`config.mk`:
```
export PLATFORM = sky130hd
export DESIGN_NAME = dma_ring_occupancy_tracker_unit
export DESIGN_NICKNAME = d
export VERILOG_FILES = /design/src/sv/dmart_pkg.sv /design/src/sv/dma_ring_occupancy_tracker_unit.sv /design/src/sv/dmart_mod_unit.sv
export SDC_FILE = /design/constraint.sdc
export NUM_CORES = 2
export LEC_CHECK = 0
export BUFFER_PORTS_ARGS = -buffer_cell sky130_fd_sc_hd__buf_4
export CELL_PAD_IN_SITES_DETAIL_PLACEMENT = 1
export CELL_PAD_IN_SITES_GLOBAL_PLACEMENT = 1
export CORE_MARGIN = 5
export CORE_UTILIZATION = 49
export DETAILED_ROUTE_END_ITERATION = 12
export PLACE_DENSITY = 0.87
export SLEW_MARGIN = 0
export SYNTH_ARGS = -nofsm -noshare
export SYNTH_HDL_FRONTEND = slang
export SYNTH_SLANG_ARGS = --single-unit
```
`constraint.sdc`:
```
create_clock -name clk -period 19.55 [get_ports clk]
set_clock_uncertainty 0.05 [all_clocks]
set_input_delay 0.9775 -clock clk [delete_from_list [all_inputs] [get_ports clk]]
set_output_delay 0.9775 -clock clk [all_outputs]
set_load 0.05 [all_outputs]
```
`src/sv/dmart_pkg.sv`:
```
// Shared constants, codes and types for the DMA ring occupancy tracker.
package dmart_pkg;

	localparam int CALC_W         = 64;
	localparam int OFS_W          = 34;
	localparam int CNT_W          = 32;
	localparam int TOTAL_W        = 64;
	localparam int BSL_W          = 5;
	localparam int TSL_W          = 4;
	localparam int OPC_W          = 2;
	localparam int CFG_IDX_W      = 3;

	localparam int DEF_ADDR_WIDTH = 48;
	localparam int DEF_SIZE_WIDTH = 35;

	localparam logic [CALC_W-1:0] RST_BUFFER_BASE    = 64'd0;
	localparam logic [CALC_W-1:0] RST_BUFFER_SIZE    = 64'd16777216;
	localparam logic [CALC_W-1:0] RST_FREE_SPACE_MIN = 64'd2097152;
	localparam logic [BSL_W-1:0]  RST_BLOCK_LOG2     = 5'd10;
	localparam logic [TSL_W-1:0]  RST_TRANSFER_LOG2  = 4'd8;

	localparam logic [OPC_W-1:0] OP_WRITE_PTR = 2'd0;
	localparam logic [OPC_W-1:0] OP_CONSUME   = 2'd1;
	localparam logic [OPC_W-1:0] OP_RESTART   = 2'd2;

	localparam logic [CFG_IDX_W-1:0] CFG_BUFFER_BASE    = 3'd0;
	localparam logic [CFG_IDX_W-1:0] CFG_BUFFER_SIZE    = 3'd1;
	localparam logic [CFG_IDX_W-1:0] CFG_FREE_SPACE_MIN = 3'd2;
	localparam logic [CFG_IDX_W-1:0] CFG_BLOCK_LOG2     = 3'd3;
	localparam logic [CFG_IDX_W-1:0] CFG_TRANSFER_LOG2  = 3'd4;

	typedef struct packed {
		logic busy;
		logic done;
	} div_stat_t;

endpackage

```
`src/sv/dma_ring_occupancy_tracker_unit.sv`:
```
// Top level of the DMA receive ring occupancy tracker.
//
// Input channel (in_valid/in_ready) carries one beat per request: opcode 0
// reports the DMA write address, opcode 1 reports consumed bytes, opcode 2
// restarts the tracker. Every input beat yields exactly one output beat on
// out_valid/out_ready with the ring occupancy, flags, offsets and counters.
// Registers are written through cfg_we/cfg_index/cfg_data; the user must
// write them only while no beat is in flight (the block does not enforce
// this). A write takes effect on the next clock edge. A beat passes through
// the input register, the address-step register and the result register.
// A write report whose head sum reaches twice the ring size needs a true
// remainder: the bit-serial unit then holds the second stage until it is
// done. Otherwise one beat is accepted per cycle unless the receiver stalls.
// Reset clears all tracking state, sets both address pointers to the reset
// buffer base and loads the register defaults. When the receiver stalls,
// the result register holds its beat and the earlier stages keep filling
// until they are full, then in_ready drops.
module dma_ring_occupancy_tracker_unit #(
	parameter int ADDR_WIDTH = dmart_pkg::DEF_ADDR_WIDTH,
	parameter int SIZE_WIDTH = dmart_pkg::DEF_SIZE_WIDTH,
	localparam int CFG_WIDTH = (ADDR_WIDTH > SIZE_WIDTH) ? ADDR_WIDTH : SIZE_WIDTH
) (
	input  logic                              clk,
	input  logic                              arst_n,
	input  logic                              cfg_we,
	input  logic [dmart_pkg::CFG_IDX_W-1:0]   cfg_index,
	input  logic [CFG_WIDTH-1:0]              cfg_data,
	input  logic                              in_valid,
	output logic                              in_ready,
	input  logic [dmart_pkg::OPC_W-1:0]       opcode,
	input  logic [ADDR_WIDTH-1:0]             write_address,
	input  logic [SIZE_WIDTH-1:0]             consumed_bytes,
	output logic                              out_valid,
	input  logic                              out_ready,
	output logic [SIZE_WIDTH-1:0]             bytes_available,
	output logic                              full_res,
	output logic                              full_seen,
	output logic [ADDR_WIDTH-1:0]             read_pointer_out,
	output logic [dmart_pkg::OFS_W-1:0]       head_offset,
	output logic [dmart_pkg::OFS_W-1:0]       tail_offset,
	output logic [dmart_pkg::CNT_W-1:0]       wrap_count,
	output logic [dmart_pkg::CNT_W-1:0]       full_count,
	output logic [dmart_pkg::TOTAL_W-1:0]     bytes_received,
	output logic [dmart_pkg::OFS_W-1:0]       last_block_bytes,
	output logic                              bad_request
);
	import dmart_pkg::*;

	function automatic logic [SIZE_WIDTH-1:0] free_bytes(
		input logic [SIZE_WIDTH-1:0] h,
		input logic [SIZE_WIDTH-1:0] t,
		input logic [SIZE_WIDTH-1:0] sz
	);
		logic [SIZE_WIDTH-1:0] d;
		d = h - t;
		if (h > t) begin
			return (sz >= d) ? (sz - d) : '0;
		end
		return t - h;
	endfunction

	// registers
	logic [ADDR_WIDTH-1:0] base_q;
	logic [SIZE_WIDTH-1:0] size_q;
	logic [SIZE_WIDTH-1:0] min_q;
	logic [BSL_W-1:0]      bsl_q;
	logic [TSL_W-1:0]      tsl_q;

	// tracking state
	logic [ADDR_WIDTH-1:0] last_waddr_q;
	logic [SIZE_WIDTH-1:0] head_q;
	logic [SIZE_WIDTH-1:0] tail_q;
	logic                  full_q;
	logic                  seen_q;
	logic [ADDR_WIDTH-1:0] read_q;
	logic [CNT_W-1:0]      wraps_q;
	logic [CNT_W-1:0]      fevents_q;
	logic [TOTAL_W-1:0]    total_q;
	logic [SIZE_WIDTH-1:0] lastblk_q;

	// stage 1: input register
	logic                  s1_valid_q;
	logic [OPC_W-1:0]      op_s1;
	logic [ADDR_WIDTH-1:0] waddr_s1;
	logic [SIZE_WIDTH-1:0] cons_s1;

	// stage 2: address step resolved
	logic                  s2_valid_q;
	logic [OPC_W-1:0]      op_s2;
	logic                  bad_wr_s2;
	logic                  wr_move_s2;
	logic [CALC_W-1:0]     n_s2;
	logic [SIZE_WIDTH-1:0] cons_s2;

	// result register
	logic                  out_valid_q;
	logic [SIZE_WIDTH-1:0] avail_q;
	logic                  full_res_q;
	logic                  seen_res_q;
	logic [ADDR_WIDTH-1:0] rptr_q;
	logic [OFS_W-1:0]      head_res_q;
	logic [OFS_W-1:0]      tail_res_q;
	logic [CNT_W-1:0]      wraps_res_q;
	logic [CNT_W-1:0]      fevents_res_q;
	logic [TOTAL_W-1:0]    total_res_q;
	logic [OFS_W-1:0]      lastblk_res_q;
	logic                  bad_res_q;

	// handshake
	logic out_free;
	logic s2_fire;
	logic s2_ready;
	logic s1_fire;
	logic s1_ready;
	logic in_fire;

	// stage 1 logic
	logic [CALC_W-1:0] base64;
	logic [CALC_W-1:0] size64;
	logic [CALC_W-1:0] end64;
	logic [CALC_W-1:0] waddr64;
	logic [CALC_W-1:0] last64;
	logic [CALC_W-1:0] n_a;
	logic              out_range;
	logic              is_wr;
	logic              wr_move_a;

	// stage 2 logic
	logic [CALC_W-1:0]     head64;
	logic [CALC_W-1:0]     h_sum;
	logic [CALC_W-1:0]     h_minus;
	logic                  wrap;
	logic                  need_div;
	logic                  div_start;
	logic                  div_ok;
	logic [SIZE_WIDTH-1:0] div_rem;
	div_stat_t             div_stat;
	logic [SIZE_WIDTH-1:0] h_new;
	logic [SIZE_WIDTH-1:0] free_wr;
	logic [SIZE_WIDTH:0]   t_sum;
	logic [SIZE_WIDTH-1:0] t_new;
	logic [SIZE_WIDTH-1:0] free_cons;
	logic [CALC_W-1:0]     r_sum;
	logic [CALC_W-1:0]     r_adj;

	logic [SIZE_WIDTH-1:0] head_d;
	logic [SIZE_WIDTH-1:0] tail_d;
	logic                  full_d;
	logic                  seen_d;
	logic [ADDR_WIDTH-1:0] read_d;
	logic [CNT_W-1:0]      wraps_d;
	logic [CNT_W-1:0]      fevents_d;
	logic [TOTAL_W-1:0]    total_d;
	logic [SIZE_WIDTH-1:0] lastblk_d;
	logic                  bad_d;

	logic [SIZE_WIDTH-1:0] avail_raw;
	logic [SIZE_WIDTH-1:0] avail_mask;
	logic [ADDR_WIDTH-1:0] rptr_mask;
	logic [CALC_W-1:0]     head_ext;
	logic [CALC_W-1:0]     tail_ext;
	logic [CALC_W-1:0]     lastblk_ext;

	assign out_free = !out_valid_q || out_ready;
	assign s2_fire  = s2_valid_q && out_free && div_ok;
	assign s2_ready = !s2_valid_q || s2_fire;
	assign s1_fire  = s1_valid_q && s2_ready;
	assign s1_ready = !s1_valid_q || s1_fire;
	assign in_ready = s1_ready;
	assign in_fire  = in_valid && s1_ready;

	// configuration
	always_ff @(posedge clk or negedge arst_n) begin
		if (!arst_n) begin
			base_q <= ADDR_WIDTH'(RST_BUFFER_BASE);
			size_q <= SIZE_WIDTH'(RST_BUFFER_SIZE);
			min_q  <= SIZE_WIDTH'(RST_FREE_SPACE_MIN);
			bsl_q  <= RST_BLOCK_LOG2;
			tsl_q  <= RST_TRANSFER_LOG2;
		end else if (cfg_we) begin
			unique case (cfg_index)
				CFG_BUFFER_BASE:    base_q <= cfg_data[ADDR_WIDTH-1:0];
				CFG_BUFFER_SIZE:    size_q <= cfg_data[SIZE_WIDTH-1:0];
				CFG_FREE_SPACE_MIN: min_q  <= cfg_data[SIZE_WIDTH-1:0];
				CFG_BLOCK_LOG2:     bsl_q  <= cfg_data[BSL_W-1:0];
				CFG_TRANSFER_LOG2:  tsl_q  <= cfg_data[TSL_W-1:0];
				default: ;
			endcase
		end
	end

	// stage 1: turn the write address step into a byte count
	always_comb begin
		base64    = CALC_W'(base_q);
		size64    = CALC_W'(size_q);
		end64     = base64 + size64;
		waddr64   = CALC_W'(waddr_s1);
		last64    = CALC_W'(last_waddr_q);
		out_range = (waddr64 < base64) || (waddr64 > end64);
		if (last64 <= waddr64) begin
			n_a = waddr64 - last64;
		end else begin
			n_a = (end64 - last64) + (waddr64 - base64);
		end
		is_wr     = (op_s1 == OP_WRITE_PTR);
		wr_move_a = is_wr && !out_range && (n_a != '0);
	end

	always_ff @(posedge clk or negedge arst_n) begin
		if (!arst_n) begin
			s1_valid_q   <= 1'b0;
			s2_valid_q   <= 1'b0;
			last_waddr_q <= ADDR_WIDTH'(RST_BUFFER_BASE);
		end else begin
			if (s1_ready) begin
				s1_valid_q <= in_valid;
			end
			if (s2_ready) begin
				s2_valid_q <= s1_valid_q;
			end
			if (s1_fire) begin
				if (op_s1 == OP_RESTART) begin
					last_waddr_q <= base_q;
				end else if (wr_move_a) begin
					last_waddr_q <= waddr_s1;
				end
			end
		end
	end

	always_ff @(posedge clk) begin
		if (in_fire) begin
			op_s1    <= opcode;
			waddr_s1 <= write_address;
			cons_s1  <= consumed_bytes;
		end
		if (s1_fire) begin
			op_s2      <= op_s1;
			bad_wr_s2  <= is_wr && out_range;
			wr_move_s2 <= wr_move_a;
			n_s2       <= n_a;
			cons_s2    <= cons_s1;
		end
	end

	// stage 2: head wrap; a second wrap or more goes through the remainder unit
	always_comb begin
		head64   = CALC_W'(head_q);
		h_sum    = head64 + n_s2;
		wrap     = (h_sum >= size64);
		h_minus  = h_sum - size64;
		need_div = (op_s2 == OP_WRITE_PTR) && wr_move_s2 && wrap && (size_q != '0)
			&& (h_minus >= size64);
		div_start = s2_valid_q && need_div && !div_stat.busy && !div_stat.done;
		div_ok    = !need_div || div_stat.done;
	end

	dmart_mod_unit #(
		.SIZE_WIDTH(SIZE_WIDTH)
	) u_mod (
		.clk      (clk),
		.arst_n   (arst_n),
		.start    (div_start),
		.ack      (s2_fire),
		.dividend (h_sum),
		.divisor  (size_q),
		.rem      (div_rem),
		.stat     (div_stat)
	);

	always_comb begin
		if (size_q == '0) begin
			h_new = '0;
		end else if (need_div) begin
			h_new = div_rem;
		end else if (wrap) begin
			h_new = h_minus[SIZE_WIDTH-1:0];
		end else begin
			h_new = h_sum[SIZE_WIDTH-1:0];
		end
		free_wr = free_bytes(h_new, tail_q, size_q);

		t_sum = {1'b0, tail_q} + {1'b0, cons_s2};
		if (t_sum == {1'b0, size_q}) begin
			t_new = '0;
		end else begin
			t_new = t_sum[SIZE_WIDTH-1:0];
		end
		free_cons = free_bytes(head_q, t_new, size_q);

		r_sum = CALC_W'(read_q) + CALC_W'(cons_s2);
		if (r_sum >= end64) begin
			r_adj = r_sum - size64;
		end else begin
			r_adj = r_sum;
		end
	end

	always_comb begin
		head_d    = head_q;
		tail_d    = tail_q;
		full_d    = full_q;
		seen_d    = seen_q;
		read_d    = read_q;
		wraps_d   = wraps_q;
		fevents_d = fevents_q;
		total_d   = total_q;
		lastblk_d = lastblk_q;
		bad_d     = 1'b0;
		case (op_s2)
			OP_WRITE_PTR: begin
				bad_d = bad_wr_s2;
				if (wr_move_s2) begin
					head_d = h_new;
					if (wrap) begin
						wraps_d = wraps_q + 1'b1;
					end
					if (free_wr < min_q) begin
						full_d = 1'b1;
						seen_d = 1'b1;
						if (!full_q) begin
							fevents_d = fevents_q + 1'b1;
						end
					end
					total_d   = total_q + n_s2;
					lastblk_d = n_s2[SIZE_WIDTH-1:0];
				end
			end
			OP_CONSUME: begin
				if (cons_s2 != '0) begin
					if (t_sum > {1'b0, size_q}) begin
						bad_d = 1'b1;
					end else begin
						if (full_q && (free_cons >= min_q)) begin
							full_d = 1'b0;
						end
						tail_d = t_new;
						read_d = r_adj[ADDR_WIDTH-1:0];
					end
				end
			end
			OP_RESTART: begin
				head_d    = '0;
				tail_d    = '0;
				full_d    = 1'b0;
				seen_d    = 1'b0;
				read_d    = base_q;
				wraps_d   = '0;
				fevents_d = '0;
				total_d   = '0;
				lastblk_d = '0;
			end
			default: ;
		endcase
	end

	// result fields from the updated state
	always_comb begin
		if (tail_d < head_d) begin
			avail_raw = head_d - tail_d;
		end else if ((head_d == tail_d) && !full_d) begin
			avail_raw = '0;
		end else if (size_q > tail_d) begin
			avail_raw = size_q - tail_d;
		end else begin
			avail_raw = '0;
		end
		avail_mask  = {SIZE_WIDTH{1'b1}} << bsl_q;
		rptr_mask   = {ADDR_WIDTH{1'b1}} << tsl_q;
		head_ext    = CALC_W'(head_d);
		tail_ext    = CALC_W'(tail_d);
		lastblk_ext = CALC_W'(lastblk_d);
	end

	always_ff @(posedge clk or negedge arst_n) begin
		if (!arst_n) begin
			head_q      <= '0;
			tail_q      <= '0;
			full_q      <= 1'b0;
			seen_q      <= 1'b0;
			read_q      <= ADDR_WIDTH'(RST_BUFFER_BASE);
			wraps_q     <= '0;
			fevents_q   <= '0;
			total_q     <= '0;
			lastblk_q   <= '0;
			out_valid_q <= 1'b0;
		end else begin
			if (s2_fire) begin
				head_q    <= head_d;
				tail_q    <= tail_d;
				full_q    <= full_d;
				seen_q    <= seen_d;
				read_q    <= read_d;
				wraps_q   <= wraps_d;
				fevents_q <= fevents_d;
				total_q   <= total_d;
				lastblk_q <= lastblk_d;
			end
			if (s2_fire) begin
				out_valid_q <= 1'b1;
			end else if (out_ready) begin
				out_valid_q <= 1'b0;
			end
		end
	end

	always_ff @(posedge clk) begin
		if (s2_fire) begin
			avail_q       <= avail_raw & avail_mask;
			full_res_q    <= full_d;
			seen_res_q    <= seen_d;
			rptr_q        <= read_d & rptr_mask;
			head_res_q    <= head_ext[OFS_W-1:0];
			tail_res_q    <= tail_ext[OFS_W-1:0];
			wraps_res_q   <= wraps_d;
			fevents_res_q <= fevents_d;
			total_res_q   <= total_d;
			lastblk_res_q <= lastblk_ext[OFS_W-1:0];
			bad_res_q     <= bad_d;
		end
	end

	assign out_valid        = out_valid_q;
	assign bytes_available  = avail_q;
	assign full_res         = full_res_q;
	assign full_seen        = seen_res_q;
	assign read_pointer_out = rptr_q;
	assign head_offset      = head_res_q;
	assign tail_offset      = tail_res_q;
	assign wrap_count       = wraps_res_q;
	assign full_count       = fevents_res_q;
	assign bytes_received   = total_res_q;
	assign last_block_bytes = lastblk_res_q;
	assign bad_request      = bad_res_q;

endmodule

```
`src/sv/dmart_mod_unit.sv`:
```
// Bit-serial remainder unit: 64-bit dividend modulo the ring size.
module dmart_mod_unit #(
	parameter int SIZE_WIDTH = dmart_pkg::DEF_SIZE_WIDTH
) (
	input  logic                           clk,
	input  logic                           arst_n,
	input  logic                           start,
	input  logic                           ack,
	input  logic [dmart_pkg::CALC_W-1:0]   dividend,
	input  logic [SIZE_WIDTH-1:0]          divisor,
	output logic [SIZE_WIDTH-1:0]          rem,
	output dmart_pkg::div_stat_t           stat
);
	import dmart_pkg::*;

	localparam int STEP_W = $clog2(CALC_W);

	logic                  busy_q;
	logic                  done_q;
	logic [STEP_W-1:0]     cnt_q;
	logic [CALC_W-1:0]     dvd_q;
	logic [SIZE_WIDTH-1:0] rem_q;
	logic [SIZE_WIDTH:0]   trial;
	logic [SIZE_WIDTH:0]   trial_sub;
	logic [SIZE_WIDTH-1:0] rem_next;

	// one quotient bit per cycle, remainder stays below the divisor
	always_comb begin
		trial     = {rem_q, dvd_q[CALC_W-1]};
		trial_sub = trial - {1'b0, divisor};
		if (trial >= {1'b0, divisor}) begin
			rem_next = trial_sub[SIZE_WIDTH-1:0];
		end else begin
			rem_next = trial[SIZE_WIDTH-1:0];
		end
	end

	always_ff @(posedge clk or negedge arst_n) begin
		if (!arst_n) begin
			busy_q <= 1'b0;
			done_q <= 1'b0;
			cnt_q  <= '0;
		end else if (start) begin
			busy_q <= 1'b1;
			done_q <= 1'b0;
			cnt_q  <= '1;
		end else if (busy_q) begin
			cnt_q <= cnt_q - 1'b1;
			if (cnt_q == '0) begin
				busy_q <= 1'b0;
				done_q <= 1'b1;
			end
		end else if (ack) begin
			done_q <= 1'b0;
		end
	end

	always_ff @(posedge clk) begin
		if (start) begin
			dvd_q <= dividend;
			rem_q <= '0;
		end else if (busy_q) begin
			dvd_q <= {dvd_q[CALC_W-2:0], 1'b0};
			rem_q <= rem_next;
		end
	end

	assign rem       = rem_q;
	assign stat.busy = busy_q;
	assign stat.done = done_q;

endmodule
```
==> results.json <==
{
  "max_stage_delay_ps": 820,
  "die_h_um": 438,
  "drtPass1Iterations": 9,
  "yosysSeqAreaShare_pct": 32.3,
  "slew_headroom_pct": -6.89,
  "synth_ff_type": "edfxtp_1",
  "synthSimpleGateAreaFrac_pct": 17.4,
  "violations": "max-capacitance violations, max-slew violations",
  "crit_required_ps": 20100,
  "outcome": "complete, but fails checks",
  "dp_cells": 13300,
  "root_buffer": "clkbuf_16",
  "rows": 157,
  "yosys_register_bits": 1058,
  "path_clk_slew_ps": 60,
  "synth-warning-count": 0,
  "synth_xor_area_share_pct": 6.52,
  "cpMostUsedCell": "o21ai_0",
  "vias": 90900,
  "wl_per_cell_um": 33.2,
  "yosysMostFrequentCell": "nand2_1",
  "dp_hpwl_mm": 356,
  "nets": 12100,
  "setup.worst_path.end_class": "register",
  "antenna_found_initial": 51,
  "post_cts_buffers": 0,
  "final_layout_size_suffix_gt1_share_pct": 9.72,
  "synth_fa_ha_area_share_pct": 14.6,
  "drtIter0Drc": 9867,
  "worst_slew_pin_slew_ps": 1590,
  "synthesis.nets": 11700,
  "start_kind": "register",
  "synth_area_sq_um": 90000,
  "synth-compound-area-share_pct": 22.5,
  "max_freq_ghz": 0.0537,
  "hold_path.class": "in2async",
  "grt_usage_pct": 45.1,
  "cts_tree": "done",
  "initial_core_util_pct": 49.2,
  "synth.avg_cell_area_sq_um": 8.54,
  "vias_per_cell": 6.71,
  "place.gp.congestion": 1.09,
  "synth_edf_count": 555,
  "final_cells": 13500,
  "numPortBuffers": 458,
  "grt-ovfl-total": 0,
  "grt_pass1_vias": 92100,
  "wl_mm": 450,
  "synth_top_family_by_area": "compound AO/OA/AOI/OAI gates",
  "synth_top_cell_area_share_pct": 18.5,
  "areaGrowthSynthToFinish_pct": 12.7,
  "die_w_um": 438,
  "grt_max_degree": 145,
  "fin_crit_ps": 18610,
  "insertion_delay_ps": 860,
  "n_fill_cell": 21400,
  "dieArea_sq_um": 192000,
  "cts_buffers": 121,
  "io_pins": 459,
  "final_max_slew_viol_count": 6,
  "rsz0062_at_grt": "false",
  "synthCells": 10500,
  "crit_arrival_ps": 19160,
  "final_hold_viol_count": 0,
  "htree_levels": 3,
  "drc": 0,
  "synth.area.mux_share_pct": 2.17,
  "cp_max_fo": 35,
  "synth_cell_type_count": 105,
  "coreArea_sq_um": 183000,
  "ys_top_cells_by_count": "nand2_1 (1,440), ha_1 (1,018), o21ai_0 (895)",
  "setup_viol": 0,
  "clockBufferDepth": 3,
  "clock-sinks": 1058,
  "grt_first_pass_wirelength_mm": 639,
  "critPathKind": "reg2reg",
  "drt.antenna.violating_nets": 0,
  "synthTopCellsByArea": "edfxtp_1 (19%), ha_1 (14%), dfrtp_1 (13%)",
  "period_share_pct": 95.2,
  "drv_cap": 1,
  "async_flop_share_pct": 44.2,
  "cpMaxStageDelayCell": "a211oi_1",
  "synth.largest_area_cell": "edfxtp_1",
  "fin_setup_tns_ps": 0
}
cells in the final DEF, fill, tap and decap left out, drive strengths merged, types with 101 or more instances in the layout:
cell | synthesis | routed
o21a | 127 | 127
o21ai | 907 | 907
nand3 | 294 | 294
edfxtp | 555 | 555
nand4 | 162 | 162
xnor2 | 461 | 461
a21oi | 774 | 774
buf | 51 | 672
a21o | 352 | 352
nor3 | 181 | 181
nor2b | 130 | 130
a22o | 101 | 101
mux2i | 166 | 166
nand2b | 142 | 142
nand2 | 1441 | 1441
ha | 1018 | 1018
o21bai | 112 | 112
dfrtp | 463 | 463
clkbuf | 319 | 150
inv | 686 | 692
xor2 | 209 | 209
nor2 | 582 | 582
routing by layer:
metal  vias to the layer above  wire length, um  track usage (%)
li1                      39100                -                -
met1                     45300           168000             54.7
met2                      5030           192000             68.1
met3                      1503            48200             13.1
met4                        28            41200             33.7
met5                         -              175                0
metrics by stage:
step | area [sq um] | utilization (%) | setup slack (ps) | hold slack [ps]
floorplan | 90000 | - | 2570 | 350
global placement | 96900 | 53.0 | 1790 | 351
detailed placement | 96900 | 53.0 | 1440 | 356
CTS | 101000 | 55.4 | 1410 | 12.0
global route | 101000 | 55.4 | 164 | 24.7
finish | 101000 | 55.4 | 942 | 11.8
cell families after synthesis:
family | after synthesis
AND/OR/NAND/NOR | 3361
flip-flops | 1058
adder cells (fa/ha/maj) | 1038
AO/OA/AOI/OAI | 3150
XOR/XNOR | 670
multiplexers | 192
buffers and inverters | 1059
worst max-delay path: cells and delay by family (launching register included):
kind            cells  cell delay (ps)
mux                 1               80
xor+xnor            2              320
simple gates       13             2330
flops               1              490
compound gates     56            12240
buf+inv             3              760
fa+ha+maj           6             2100
final cells by class:
class	count	area (sq um)	area share, %
multi-input combinational	8411	57000	56.3
antenna	24	60.1	0.0593
timing repair buffer	672	5110	5.05
inverter	689	2590	2.56
clock inverter	80	1090	1.08
tap	2464	3080	3.04
clock buffer	150	3270	3.23
sequential	1058	29100	28.7
path summary, 6_finish.rpt:
| kind | to | startpoint | slack, ps | cells past startpoint |
|---|---|---|---|---|
| min | bsl_q[0]$_DFFE_PN0P_ | arst_n | 10 | 1 |
| max in group asynchronous | total_q[21]$_DFFE_PN0P_ | arst_n | 17230 | 3 |
| min in group clk | waddr_s1[45]$_DFFE_PP_ | write_address[45] | 260 | 1 |
| min reg2reg | cons_s2[32]$_DFFE_PP_ | cons_s1[32]$_DFFE_PP_ | 350 | 0 |
| max reg2reg | bytes_available[1]$_DFFE_PP_ | cons_s2[0]$_DFFE_PP_ | 940 | 81 |
| max | bytes_available[1]$_DFFE_PP_ | cons_s2[0]$_DFFE_PP_ | 940 | 81 |
sequential cells by signal, indices dropped and copies added (netlist names), 48 cells and up:
register	cells
base_q	48
bytes_received	64
u_mod.dvd_q	64
last_waddr_q	48
n_s2	51
waddr_s1	48
total_q	64
read_q	48
read_pointer_out	48
repair_timing:
action	CTS	global route
hold buffers	0	0
resized for setup	0	3
setup endpoints to repair	0	5
Power is left out: the tool's default activity adds up to more than one toggle a clock period on the data nets, which glitch-free logic cannot reach.
